[config.mk]
export PLATFORM = sky130hd
export DESIGN_NAME = pidm_in_stage
export DESIGN_NICKNAME = d
export VERILOG_FILES = /design/src/rtl/pidm_pkg.sv /design/src/rtl/pidm_in_stage.sv
export SDC_FILE = /design/constraint.sdc
export NUM_CORES = 1
export LEC_CHECK = 0
export BUFFER_PORTS_ARGS = -buffer_cell sky130_fd_sc_hd__buf_2
export CORE_MARGIN = 2
export CORE_UTILIZATION = 44
export CTS_CLUSTER_DIAMETER = 60
export DETAILED_ROUTE_END_ITERATION = 7
export PLACE_DENSITY = 0.94
export SYNTH_ARGS = -nofsm -noshare
export SYNTH_HDL_FRONTEND = slang
export SYNTH_SLANG_ARGS = --single-unit
[constraint.sdc]
create_clock -name clk -period 2.1 [get_ports clk]
set_input_delay 0 -clock clk [delete_from_list [all_inputs] [get_ports clk]]
set_output_delay 0 -clock clk [all_outputs]
set_load 0.01 [all_outputs]
[src/rtl/pidm_pkg.sv]
`default_nettype none

package pidm_pkg;

  // fixed word widths of gains, drive and integral sum
  localparam int unsigned WORD_W    = 32;
  // full-precision accumulator, wide enough for sum of all products
  localparam int unsigned ACC_W     = 66;
  localparam int unsigned CFG_IDX_W = 3;

  localparam logic signed [WORD_W-1:0] S32_MAX = 32'sh7fff_ffff;
  localparam logic signed [WORD_W-1:0] S32_MIN = 32'sh8000_0000;

  // register indexes
  localparam logic [CFG_IDX_W-1:0] REG_PROP_GAIN  = 3'd0;
  localparam logic [CFG_IDX_W-1:0] REG_INTEG_GAIN = 3'd1;
  localparam logic [CFG_IDX_W-1:0] REG_DERIV_GAIN = 3'd2;
  localparam logic [CFG_IDX_W-1:0] REG_LOOP_MODE  = 3'd3;
  localparam logic [CFG_IDX_W-1:0] REG_ACCUM      = 3'd4;

  typedef enum logic [1:0] {
    MODE_PID  = 2'd0,
    MODE_FF   = 2'd1,
    MODE_TBH  = 2'd2,
    MODE_BANG = 2'd3
  } loop_mode_t;

  typedef struct packed {
    logic signed [WORD_W-1:0] prop_gain;
    logic signed [WORD_W-1:0] integral_gain;
    logic signed [WORD_W-1:0] deriv_gain;
    loop_mode_t               loop_mode;
    logic                     accumulate_drive;
  } cfg_t;

  typedef struct packed {
    logic enable;
    logic clear;
    logic load_ff;
  } tick_flags_t;

  typedef struct packed {
    logic signed [WORD_W-1:0] drive;
    logic                     running;
    logic                     saturated;
  } result_t;

endpackage

`default_nettype wire

[src/rtl/pidm_in_stage.sv]
`default_nettype none

module pidm_in_stage #(
  parameter int unsigned MEAS_WIDTH = 16
) (
  input  wire logic                           clk,
  input  wire logic                           rst_n,
  input  wire logic                           in_valid,
  output logic                                in_ready,
  input  wire logic signed [MEAS_WIDTH-1:0]   in_measurement,
  input  wire logic signed [MEAS_WIDTH-1:0]   in_target,
  input  wire pidm_pkg::tick_flags_t          in_flags,
  input  wire logic signed [31:0]             in_ff_value,
  input  wire logic                           advance,
  output logic                                s_valid,
  output logic signed [MEAS_WIDTH-1:0]        s_measurement,
  output logic signed [MEAS_WIDTH-1:0]        s_target,
  output pidm_pkg::tick_flags_t               s_flags,
  output logic signed [31:0]                  s_ff_value
);
  import pidm_pkg::*;

  logic                         valid_r, valid_nxt;
  logic signed [MEAS_WIDTH-1:0] meas_r, tgt_r;
  tick_flags_t                  flags_r;
  logic signed [WORD_W-1:0]     ffv_r;
  logic                         load;

  assign in_ready  = !valid_r || advance;
  assign load      = in_valid && in_ready;
  assign valid_nxt = load ? 1'b1 : (advance ? 1'b0 : valid_r);

  always_ff @(posedge clk) begin
    if (!rst_n) begin
      valid_r <= 1'b0;
    end else begin
      valid_r <= valid_nxt;
    end
  end

  // payload, no reset
  always_ff @(posedge clk) begin
    if (load) begin
      meas_r  <= in_measurement;
      tgt_r   <= in_target;
      flags_r <= in_flags;
      ffv_r   <= in_ff_value;
    end
  end

  assign s_valid       = valid_r;
  assign s_measurement = meas_r;
  assign s_target      = tgt_r;
  assign s_flags       = flags_r;
  assign s_ff_value    = ffv_r;

endmodule

`default_nettype wire

==> reports/qor.yml <==
place:
  dp_slack_ps: 705
  place_congestion: 0.692
  port_buffers: 139
  placed_cell_area_um2: 2850
yosys:
  synthTopCellsByArea: "edfxtp_1 (97%), dfxtp_1 (0.97%), nand2b_4 (0.67%)"
  yosysMostFrequentCell: "edfxtp_1"
  synth-main-ff-cell: "edfxtp_1"
  syn_area_um2: 2070
  synth.ff_latch_count: 68
  synth-simple-area-share_pct: 1.09
  muxShareOfSynthArea_pct: 0
  synth.net_count: 143
  synth_top_family_by_area: "simple AND/OR/NAND/NOR gates"
  synth_area_leader_cell: "edfxtp_1"
  synth_edf_count: 67
  ys_types: 6
  ys_warn_count: 0
  ys_seq_area_share_pct: 98.2
  synth_compound_area_share_pct: 0.544
  avgSynthCellArea_um2: 28.7
  synth.top_cell.area_share_pct: 97.2
  synthArstFlopShare_pct: 0
  synth_xor_xnor_area_share_pct: 0
  synthAdderAreaFrac_pct: 0
  synth_cells: 72
pwr:
  p_total_mw: 3.14
  max-vdd-ir-drop_mv: 0.899
  leakagePower_nw: 1.62
  power_frac_comb_pct: 10.9
  power_frac_seq_pct: 51.3
  clkPwrFrac_pct: 37.8
  power_density_nw_per_um2: 836
  p_sw_uw: 700
  swShare_pct: 22.3
  p_int_mw: 2.44
setup_path:
  critPathArrivalTime_ps: 1470
  cp.required_ps: 2120
  critPathCaptureType: "register"
  path_class: "register to register"
  cp_max_fo: 43
  start_kind: "register"
clock_network:
  clk_pin_slew_ps: 90
  clkSinkCount: 68
  cts_hold_buf: 69
  cts_made_buffers: 9
  cts_root_buf: "clkbuf_8"
  cts_tree: "done"
  post-cts-setup-buffers: 0
  h-tree-depth: 3
  clock_path_buffers: 2
  ctsResizeCount: 0
  clk_latency_ps: 340
sta:
  fin_crit_ps: 1460
  finalSetupViolations: 0
  timing.fmax_ghz: 0.687
  setup-tns-final_ps: 0
  relSlewSlack_pct: 76.8
  final_hold_viol_count: 0
  skew_ps: 18.9
  rsz0062_at_grt: "false"
  final-max-slew-violation-count: 0
  setup_ws_ps: 645
  worst_pin_slew_ps: 347
  finalCritPeriodShare_pct: 69.3
grt:
  grt_pass1_vias: 1827
  grt_pass1_wl_mm: 9.78
  antenna_found_initial: 0
  grt_use_total_pct: 27.2
  grt_max_degree: 44
  overflow: 0
route:
  ant_nets: 0
  wl_mm: 6.89
  via_per_inst: 4.75
  dr.pass1.iters: 4
  wire_per_inst_um: 19.8
  drc_errors: 0
  vias: 1657
  dr.first_iter.drc_count: 131
floorplan:
  die_area_um2: 5270
  start_util_pct: 46.6
  core_area_um2: 4440
  rows: 24
  die_width_um: 72.6
  ios: 140
  die_height_um: 72.6
job:
  maxCapViolCount: 0
min_path:
  hp-class: "input pin to register"
final_layout:
  fin_nets: 363
  layout-drive-gt1-share_pct: 53.2
  design_area_um2: 3760
  num_antenna_cells: 0
  syn2layout_area_growth_pct: 81.6
  fin_util_pct: 84.5
run_status:
  status: "completed"
layout by cell type, fill, tap and decap left out:
cell	count
a21boi_2	1
and2_4	1
buf_12	1
buf_2	139
bufinv_16	2
clkbuf_1	1
clkbuf_8	9
clkinv_2	1
clkinv_4	1
clkinvlp_4	2
dfxtp_1	1
dlygate4sd3_1	69
edfxtp_1	67
inv_1	1
nand2b_4	1
power groups by stage:
stage	logic (mW)	registers [mW]	clock network (mW)
final	0.341	1.61	1.19
after global routing	0.360	1.62	1.25
after CTS	0.328	1.61	1.18
after detailed placement	0.226	1.63	0
after global placement	0.219	1.63	0
after floorplan	0.0292	1.68	0
logic make-up after synthesis:
group | count (synthesis)
AOI/OAI and AO/OA | 1
buffers and inverters | 1
DFF | 68
and+or+nand+nor | 2
metrics by stage:
| stage | hold slack [ps] | cells |
|---|---|---|
| after floorplan | 98.9 | 72 |
| final | 199 | 349 |
| after CTS | 190 | 349 |
| after detailed placement | 178 | 264 |
| after global routing | 201 | 349 |
| after global placement | 177 | 264 |
metal layers:
| layer | GRT usage [%] | routed length [µm] | vias up |
|---|---|---|---|
| li1 | - | - | 729 |
| met1 | 30.1 | 2430 | 791 |
| met2 | 46.1 | 3530 | 117 |
| met3 | 9.67 | 654 | 20 |
| met4 | 14.4 | 277 | 0 |
| met5 | 0 | 0 | - |
sequential cells by signal, summed over array words and instances (netlist names):
register and flops:
s_flags 3, s_measurement 16, s_valid 1, s_target 16
s_ff_value 32
worst paths after layout:
path,cells past startpoint,startpoint,slack (ps),to
setup / recovery,3,s_valid,640,s_measurement[0]
hold / removal,2,in_valid,200,s_ff_value[12]
setup reg to reg,3,s_valid,640,s_measurement[0]
hold reg to reg,2,s_valid,940,s_ff_value[12]
worst max-delay path, stage by stage, from the launching register on:
cell and delay [ps]:
dfxtp_1 350, nand2b_4 90, and2_4 370, buf_12 280
layout make-up:
class                      count  area, µm²
multi-input combinational      3       33.8
timing repair buffer         209       1410
tap                           52       65.1
clock buffer                  10        128
sequential                    68       2030
inverter                       1       3.75
fill                         213        687
clock inverter                 6       88.8
Power figures use the tool's default switching activity.
