<file path="src/rtl/pidm_pkg.sv">
`default_nettype none

package pidm_pkg;

  // fixed word widths of gains, drive and integral sum
  localparam int unsigned WORD_W    = 32;
  // full-precision accumulator, wide enough for sum of all products
  localparam int unsigned ACC_W     = 66;
  localparam int unsigned CFG_IDX_W = 3;

  localparam logic signed [WORD_W-1:0] S32_MAX = 32'sh7fff_ffff;
  localparam logic signed [WORD_W-1:0] S32_MIN = 32'sh8000_0000;

  // register indexes
  localparam logic [CFG_IDX_W-1:0] REG_PROP_GAIN  = 3'd0;
  localparam logic [CFG_IDX_W-1:0] REG_INTEG_GAIN = 3'd1;
  localparam logic [CFG_IDX_W-1:0] REG_DERIV_GAIN = 3'd2;
  localparam logic [CFG_IDX_W-1:0] REG_LOOP_MODE  = 3'd3;
  localparam logic [CFG_IDX_W-1:0] REG_ACCUM      = 3'd4;

  typedef enum logic [1:0] {
    MODE_PID  = 2'd0,
    MODE_FF   = 2'd1,
    MODE_TBH  = 2'd2,
    MODE_BANG = 2'd3
  } loop_mode_t;

  typedef struct packed {
    logic signed [WORD_W-1:0] prop_gain;
    logic signed [WORD_W-1:0] integral_gain;
    logic signed [WORD_W-1:0] deriv_gain;
    loop_mode_t               loop_mode;
    logic                     accumulate_drive;
  } cfg_t;

  typedef struct packed {
    logic enable;
    logic clear;
    logic load_ff;
  } tick_flags_t;

  typedef struct packed {
    logic signed [WORD_W-1:0] drive;
    logic                     running;
    logic                     saturated;
  } result_t;

endpackage

`default_nettype wire

</file>
<file path="src/rtl/pidm_out_stage.sv">
`default_nettype none

module pidm_out_stage (
  input  wire logic               clk,
  input  wire logic               rst_n,
  input  wire logic               s_valid,
  input  wire pidm_pkg::result_t  s_res,
  output logic                    advance,
  output logic                    out_valid,
  input  wire logic               out_ready,
  output logic signed [31:0]      out_drive,
  output logic                    out_running,
  output logic                    out_saturated
);
  import pidm_pkg::*;

  logic    valid_r, valid_nxt;
  result_t res_r;
  logic    load;

  // output register frees when empty or when its beat is taken
  assign advance   = !valid_r || out_ready;
  assign load      = s_valid && advance;
  assign valid_nxt = load ? 1'b1 : (out_ready ? 1'b0 : valid_r);

  always_ff @(posedge clk) begin
    if (!rst_n) begin
      valid_r <= 1'b0;
    end else begin
      valid_r <= valid_nxt;
    end
  end

  always_ff @(posedge clk) begin
    if (load) begin
      res_r <= s_res;
    end
  end

  assign out_valid     = valid_r;
  assign out_drive     = res_r.drive;
  assign out_running   = res_r.running;
  assign out_saturated = res_r.saturated;

endmodule

`default_nettype wire

</file>
<file path="config.mk">
export PLATFORM = sky130hd
export DESIGN_NAME = pidm_out_stage
export DESIGN_NICKNAME = d
export VERILOG_FILES = /design/src/rtl/pidm_pkg.sv /design/src/rtl/pidm_out_stage.sv
export SDC_FILE = /design/constraint.sdc
export NUM_CORES = 1
export LEC_CHECK = 0
export BUFFER_PORTS_ARGS = -buffer_cell sky130_fd_sc_hd__buf_4
export CAP_MARGIN = 20
export CORE_ASPECT_RATIO = 0.9
export CORE_UTILIZATION = 39
export DETAILED_ROUTE_END_ITERATION = 7
export GPL_ROUTABILITY_DRIVEN = 0
export GPL_TIMING_DRIVEN = 0
export PLACE_DENSITY = 0.76
export SLEW_MARGIN = 20
export SYNTH_ARGS = -nofsm -noshare
export SYNTH_HDL_FRONTEND = slang
export SYNTH_SLANG_ARGS = --single-unit
</file>
<file path="constraint.sdc">
create_clock -name clk -period 1.34 [get_ports clk]
set_input_delay 0 -clock clk [delete_from_list [all_inputs] [get_ports clk]]
set_output_delay 0 -clock clk [all_outputs]
set_load 0.05 [all_outputs]
</file>
==> impl_results.md, run 1 <==
* Synth Net Count at 77
* Finished Core Util at 83.1%
* Met2 usage at 33.9%
* DRC viols at 2
* Total Neg Setup Slack at 0 ps
* Cts hold-fix bufs at 36
* Failing checks: DRC
* Commonest non-fill, non-tap cell in the layout: buf_4
* WS Path Type: flip-flop to flip-flop
* Most frequent cells in the layout: 73 x buf_4, 36 x dlygate4sd3_1, 34 x edfxtp_1
* Starting density of the core at 42.6%
* Crit Path Max Fanout at 34
* GR Util met1 at 26.3%
* Logic pwr share at 20.6%
* Reg-to-reg critical path startpoint: out_valid$_SDFFE_PN0P_
* GR peak layer: met2
* Seq pwr share at 50.6%
* FP Rows at 17
* Clock Skews at 13.0 ps
* Worst-Skew Late Latency at 330 ps
* Die area at 2980 um2
* Nets at 193
* Largest net degree at the start of global routing at 35
* Syn Area/Cell at 27.7 um2
* Core Region at 2530 um2
* WL final at 3010 um
* CTS root buffer: clkbuf_4
* Detail Placement HPWL at 1350 um
* Number of vias per cell at 4.55
* GR Overflow Total at 0
* Worst Path Arrival at 1220 ps
* Synth Register Bits at 35
* Port bufs at 73
* DR vias at 837
* Clock power share at 28.7%
* Post-layout min period at 1230 ps
* Hold EP: out_drive[2]$_DFFE_PP_
* Synth cell types at 6
* Worst slack, placed at 139 ps
* Chip Height at 51.9 um
* Fin crit share at 92.1%
* Final Cell Area at 2100 um2
* Int Power at 1.89 mW
* Num Clock Sinks at 35
* RSZ-0062 raised after global routing: no
* Hold path startpoint: s_valid
* Setup Viol. Count Final at 0
* Fmax at 810 MHz
* Tot GR Track Use at 22.3%
* Hold Path Class: primary input to flip-flop
* Worst Hold Path Cells at 2
* Worst Tran Pin Value at 435 ps
* # Max-Cap Violations at 0
* IO Pins at 74
* Ratio of cells with drive above 1 in the final layout at 53.8%
* Warnings from Yosys at 0
* Die Width at 57.4 um
* DR WL/cell at 16.3 um
* Slew Viols, Final at 0
* Run status: finished, violations left
* Antenna viol nets, final at 0
* Final hold vios at 0
* Area Overhead vs Synth at 95.1%
* Relative slew slack at 71.0%
* Register area share after synthesis at 96.5%
* VDD IR max at 0.810 mV
* Critical Path RT at 1320 ps
* Met3 Track Usage GR at 12.4%
* Leak at 0.899 nW
* Setup crit start kind: flip-flop
* Placed cell area at 1670 um2
* Initial antenna violation count at 0
* Pwr Total at 2.56 mW
* Setup slack, reg-to-reg at 110 ps
* Syn Inst Count at 39
* Cts repair resizes at 0
* PnR worst setup slack at 105 ps
* Num CTS Buffers at 5
* Sw power at 0.673 mW
* H-tree levels at 2
* Pre-Repair DR Iteration Count at 5
* Crit path from: out_valid$_SDFFE_PN0P_
* Synth Cell Area at 1080 um2
* CTS tree: yes
* Sw Share at 26.3%
* ANT cells at 0
* Wire length of the first global-routing pass at 4410 um
* Number of global-route vias before repair at 870
* CTS max path bufs at 2
* CP Capture Type: flip-flop
* Drt first-iter violations at 20
* CTS clk-pin slew, worst paths at 120 ps
* Reg2reg path depth at 2
* Pwr/cell area at 1220 nW/um2
* Post-CTS setup buffer count at 0
* R2r endpoint: out_drive[1]$_DFFE_PP_
power groups by stage:
stage | clock (mW) | sequential, mW | combinational (mW)
finish | 0.735 | 1.30 | 0.528
global route | 0.806 | 1.30 | 0.547
CTS | 0.738 | 1.29 | 0.517
detailed placement | 0 | 1.32 | 0.434
global placement | 0 | 1.32 | 0.429
floorplan | 0 | 1.54 | 0.0324
cell families after synthesis:
family	after synthesis	synth area share, %
compound gates	1	1.04
buf+inv	1	0.348
flops	35	96.5
simple gates	2	2.09
area by class of cell:
type                    instances  area [um2]
inverters                       1        3.75
clock inverters                 2        37.5
fillers                       109         427
repair buffers                109         908
flip-flops and latches         35        1040
well taps                      28        35.0
clock buffers                   6        41.3
multi-input cells               3        33.8
worst max-delay path by stage:
| stage | cells after the start | endpoint | slack [ps] |
|---|---|---|---|
| global route | 2 | out_drive[15]$_DFFE_PP_ | 40 |
| CTS | 2 | out_drive[1]$_DFFE_PP_ | 120 |
| floorplan | 2 | out_drive[0]$_DFFE_PP_ | 30 |
| global placement | 2 | out_drive[15]$_DFFE_PP_ | 170 |
| finish | 2 | out_drive[1]$_DFFE_PP_ | 110 |
| detailed placement | 2 | out_drive[0]$_DFFE_PP_ | 140 |
through the flow:
| step | hold slack, ps | instances |
|---|---|---|
| CTS | 267 | 184 |
| detailed placement | 179 | 140 |
| global placement | 178 | 140 |
| global route | 283 | 184 |
| finish | 275 | 184 |
| floorplan | 98.9 | 39 |
cell usage after synthesis, drive strengths merged:
library cell  count  area (um2)
nand2b            1        13.8
dfxtp             1        20.0
a21boi            1        11.3
edfxtp           34        1020
and2              1        8.76
inv               1        3.75
sequential cells by signal, summed over array words and instances, names as in the netlist:
register	cells
out_valid	1
out_saturated	1
out_running	1
out_drive	32
critical path: stages (launching register included):
cell and delay, ps:
dfxtp_4 370, nand2b_4 80, and2_4 430
metal layers:
metal	share of wire, %	vias up
li1	-	386
met1	37	398
met2	51	51
met3	11	2
met4	0.47	0
met5	0	-
Note: power is estimated with default switching activity, not from simulation.
==> run 2, diff against run 1 <==
--- a/config.mk
+++ b/config.mk
@@ -13,6 +13,7 @@
 export GPL_ROUTABILITY_DRIVEN = 0
 export GPL_TIMING_DRIVEN = 0
 export PLACE_DENSITY = 0.76
+export REMOVE_ABC_BUFFERS = 1
 export SLEW_MARGIN = 20
 export SYNTH_ARGS = -nofsm -noshare
 export SYNTH_HDL_FRONTEND = slang
==> run 2 against run 1 <==
Net effect:
- largest power group unchanged
- non-clock buffer count unchanged
- clock power down 30%
- global-route usage down 1.9 points
- first-iteration DRC count down 30%
- clock skew up 0.54 ps
- via count down 3.3%
- largest cell class unchanged
- final cell count down 0.54%
- die area unchanged
- the flow still finishes with violations (DRC)
==> impl_results.md, run 2 (synthesized netlist as in run 1, its figures left out) <==
* Run status: finished, violations left
* Failing checks: DRC
* # Max-Cap Violations at 0
* Worst-Skew Late Latency at 330 ps
* H-tree levels at 2
* GR Overflow Total at 0
* Cts hold-fix bufs at 36
* Pwr/cell area at 1130 nW/um2
* Cts repair resizes at 0
* Max reg flops at 32
* FP Rows at 17
* Area of the multi-input gates at 33.8 um2
* Num CTS Buffers at 5
* Worst slack, placed at 137 ps
* CP Capture Type: flip-flop
* VDD IR max at 0.796 mV
* Die Width at 57.4 um
* Slew Viols, Final at 0
* Most frequent cells in the layout: 73 x buf_4, 36 x dlygate4sd3_1, 34 x edfxtp_1
* Number of global-route vias before repair at 895
* R2r endpoint: out_drive[2]$_DFFE_PP_
* Non-filler instance count after layout at 183
* DR WL/cell at 14.9 um
* Critical Path RT at 1320 ps
* Hold path startpoint: s_valid
* Leak at 0.889 nW
* Final hold vios at 0
* Number of vias per cell at 4.42
* Min Hold Slack at 263 ps
* Commonest non-fill, non-tap cell in the layout: buf_4
* Post-CTS setup buffer count at 0
* CTS tree: yes
* Setup crit start kind: flip-flop
* IO Pins at 74
* Pwr Total at 2.33 mW
* Worst Path Arrival at 1190 ps
* Hold EP: out_drive[25]$_DFFE_PP_
* DR vias at 809
* PnR worst setup slack at 126 ps
* WS Path Type: flip-flop to flip-flop
* Die area at 2980 um2
* Area Overhead vs Synth at 91.8%
* Crit Path Max Fanout at 34
* Pre-Repair DR Iteration Count at 5
* Storage element area at 1040 um2
* WL final at 2720 um
* DRC viols at 4
* ANT cells at 0
* Port bufs at 73
* Initial antenna violation count at 0
* Reg2reg path depth at 2
* Post-placement cell count at 140
* Wire length of the first global-routing pass at 4090 um
* Filler cells at 122
* Starting density of the core at 42.6%
* Tot GR Track Use at 20.4%
* Largest net degree at the start of global routing at 35
* Reg-to-reg critical path startpoint: out_valid$_SDFFE_PN0P_
* Hold Path Class: primary input to flip-flop
* Fin crit share at 90.6%
* Drt first-iter violations at 14
* Setup Viol. Count Final at 0
* Post-layout min period at 1210 ps
* Setup slack, reg-to-reg at 130 ps
* Num Clock Sinks at 35
* Ratio of cells with drive above 1 in the final layout at 52.9%
* Chip Height at 51.9 um
* RSZ-0062 raised after global routing: no
* Worst Tran Pin Value at 435 ps
* Relative slew slack at 71.0%
* Clock Skews at 13.6 ps
* CTS root buffer: clkbuf_4
* CTS max path bufs at 2
* Core Region at 2530 um2
* Antenna viol nets, final at 0
* Fmax at 823 MHz
* Nets at 193
* Worst Hold Path Cells at 2
* CTS clk-pin slew, worst paths at 110 ps
==> run 2: per-layer routing <==
| layer | wire, um | global-route usage (%) | up-vias |
|---|---|---|---|
| met4 | 10 | 6.10 | 0 |
| met1 | 966 | 19.8 | 373 |
| li1 | - | - | 385 |
| met5 | 0 | 0 | - |
| met3 | 296 | 11.2 | 2 |
| met2 | 1450 | 36.8 | 49 |
==> run 2: worst max-delay path, stage by stage (launching register included) <==
cell,delay (ps)
dfxtp_1,350
nand2b_4,90
and2_4,430
==> run 2: layout make-up <==
cell class	instances	area share (%)
multi-input combinational	3	1.63
inverter	1	0.181
sequential	35	50.3
clock inverter	2	0.423
clock buffer	5	1.81
timing repair buffer	109	43.9
tap	28	1.69
==> run 2: worst max-delay path by stage <==
stage / start / end / slack, ps / depth (start not counted)
floorplan: out_valid$_SDFFE_PN0P_ / out_drive[0]$_DFFE_PP_ / -150 / 2
global placement: out_valid$_SDFFE_PN0P_ / out_drive[21]$_DFFE_PP_ / 170 / 2
detailed placement: out_valid$_SDFFE_PN0P_ / out_saturated$_DFFE_PP_ / 140 / 2
CTS: out_valid$_SDFFE_PN0P_ / out_drive[2]$_DFFE_PP_ / 120 / 2
global route: out_valid$_SDFFE_PN0P_ / out_drive[6]$_DFFE_PP_ / 70 / 2
finish: out_valid$_SDFFE_PN0P_ / out_drive[2]$_DFFE_PP_ / 130 / 2
==> run 2: stage by stage <==
| stage | TNS, ps | area, um2 | utilization, % |
|---|---|---|---|
| 3_3_place_gp | 0 | 1660 | 65.6 |
| 2_1_floorplan | -5000 | 1080 | - |
| 6_report | 0 | 2070 | 81.7 |
| 4_1_cts | 0 | 2070 | 81.7 |
| 3_5_place_dp | 0 | 1660 | 65.6 |
| 5_1_grt | 0 | 2070 | 81.7 |
==> run 2: report_power, final <==
group          internal (mW)  total, mW  switching, mW
logic                  0.218      0.524          0.305
clock network          0.186      0.511          0.325
registers               1.28       1.30         0.0204
total                   1.68       2.33          0.651
==> run 3, diff against run 2 <==
--- a/config.mk
+++ b/config.mk
@@ -8,11 +8,12 @@
 export BUFFER_PORTS_ARGS = -buffer_cell sky130_fd_sc_hd__buf_4
 export CAP_MARGIN = 20
 export CORE_ASPECT_RATIO = 0.9
-export CORE_UTILIZATION = 39
+export CORE_UTILIZATION = 42
+export CTS_BUF_LIST = sky130_fd_sc_hd__clkbuf_4
 export DETAILED_ROUTE_END_ITERATION = 7
 export GPL_ROUTABILITY_DRIVEN = 0
 export GPL_TIMING_DRIVEN = 0
-export PLACE_DENSITY = 0.76
+export PLACE_DENSITY = 0.81
 export REMOVE_ABC_BUFFERS = 1
 export SLEW_MARGIN = 20
 export SYNTH_ARGS = -nofsm -noshare
==> run 3 against run 2 <==
Net effect:
- the flow now finishes without violations
- die area fell by 6.9%
- combinational power about the same
- power rose by 2.2%
==> impl_results.md, run 3 (synthesized netlist as in run 1, its figures left out) <==
* Int Power at 1.72 mW
* Sw Share at 28.0%
* # Max-Cap Violations at 0
* Crit Path Max Fanout at 34
* DRC viols at 0
* Tot GR Track Use at 22.4%
* Port bufs at 73
* CTS max path bufs at 2
* Post-placement cell count at 140
* Worst Tran Pin Value at 430 ps
* Wire length of the first global-routing pass at 4230 um
* Final Cell Area at 2080 um2
* Final hold vios at 0
* Fmax at 828 MHz
* Max reg flops at 32
* Leak at 0.892 nW
* Starting density of the core at 44.1%
* DR vias at 832
* Setup crit start kind: flip-flop
* Area Overhead vs Synth at 92.8%
* Fin crit share at 90.1%
* Pre-Repair DR Iteration Count at 6
* CTS tree: yes
* IO Pins at 74
* Commonest non-fill, non-tap cell in the layout: buf_4
* Post-CTS setup buffer count at 0
* CTS clk-pin slew, worst paths at 110 ps
* Drt first-iter violations at 17
* Placed cell area at 1660 um2
* CP Capture Type: flip-flop
* Min Hold Slack at 250 ps
* Initial antenna violation count at 0
* Number of global-route vias before repair at 864
* Run status: complete, no violations
* Ratio of cells with drive above 1 in the final layout at 53.8%
* Chip Height at 50.1 um
* Clock Skews at 10.8 ps
* Hold Path Class: primary input to flip-flop
* Num CTS Buffers at 5
* Critical path's top delay family: simple AND/OR/NAND/NOR gates
* Nets at 193
* Seq pwr share at 54.5%
* Critical Path RT at 1320 ps
* CTS root buffer: clkbuf_4
* VDD IR max at 0.999 mV
* ANT cells at 0
* Slew Viols, Final at 0
* WP buf/inv at 0
* Pwr/cell area at 1150 nW/um2
* Total Neg Setup Slack at 0 ps
* Pwr Total at 2.38 mW
* Post-layout min period at 1210 ps
* Die area at 2770 um2
* Die Width at 55.4 um
* Sw power at 0.666 mW
* Logic pwr share at 21.9%
* Setup Viol. Count Final at 0
* RSZ-0062 raised after global routing: no
* PnR worst setup slack at 132 ps
* H-tree levels at 2
* Slowest cell on crit path: and2_4
* Slowest stage delay, CP at 420 ps
* Number of vias per cell at 4.52
* WS Path Type: flip-flop to flip-flop
* Antenna viol nets, final at 0
* Most frequent cells in the layout: 73 x buf_4, 36 x dlygate4sd3_1, 34 x edfxtp_1
* Num Clock Sinks at 35
* Worst slack, placed at 145 ps
* Core Region at 2450 um2
* Largest net degree at the start of global routing at 35
* Non-filler instance count after layout at 184
* Clock power share at 23.6%
* Worst-Skew Late Latency at 330 ps
* GR Overflow Total at 0
* FP Rows at 17
* Worst Path Arrival at 1190 ps
* Worst path cell trace: nand2b_4 > and2_4
* Relative slew slack at 71.3%
* WL final at 2800 um
* Finished Core Util at 85.0%
* DR WL/cell at 15.2 um
[run 3: per-layer routing]
layer	global-route usage (%)	wire [um]
met1	26.8	1070
met2	33.7	1390
met3	9.45	262
met4	13.8	76
met5	0	0
[run 3: worst register-to-register path: cells and delay by family, from the launching register on]
kind / cells / cell delay (ps)
flops: 1 / 350
simple gates: 2 / 500
[run 3: repair_timing]
| action | in CTS | in global routing |
|---|---|---|
| hold buffers | 36 | 0 |
| gates resized for setup | 0 | 0 |
| endpoints found under the hold margin | 35 | 0 |
[run 3: layout make-up]
class	instances	area [um2]
inverters	1	3.75
fillers	106	367
clock buffers	6	45.0
well taps	28	35.0
flip-flops and latches	35	1040
repair buffers	109	908
clock inverters	2	12.5
multi-input cells	3	33.8
[run 3: path summary, 6_finish.rpt]
check | start | to | slack (ps) | depth (start not counted)
hold reg to reg | out_valid$_SDFFE_PN0P_ | out_drive[8]$_DFFE_PP_ | 950 | 2
setup / recovery | out_valid$_SDFFE_PN0P_ | out_drive[24]$_DFFE_PP_ | 130 | 2
hold / removal | s_valid | out_drive[8]$_DFFE_PP_ | 250 | 2
setup reg to reg | out_valid$_SDFFE_PN0P_ | out_drive[24]$_DFFE_PP_ | 130 | 2
[run 3: power groups by stage]
| stage | sequential (mW) | clock (mW) | combinational [mW] |
|---|---|---|---|
| 3_3_place_gp | 1.32 | 0 | 0.428 |
| 3_5_place_dp | 1.32 | 0 | 0.434 |
| 4_1_cts | 1.29 | 0.570 | 0.518 |
| 2_1_floorplan | 1.54 | 0 | 0.0323 |
| 6_report | 1.30 | 0.562 | 0.523 |
| 5_1_grt | 1.30 | 0.628 | 0.541 |
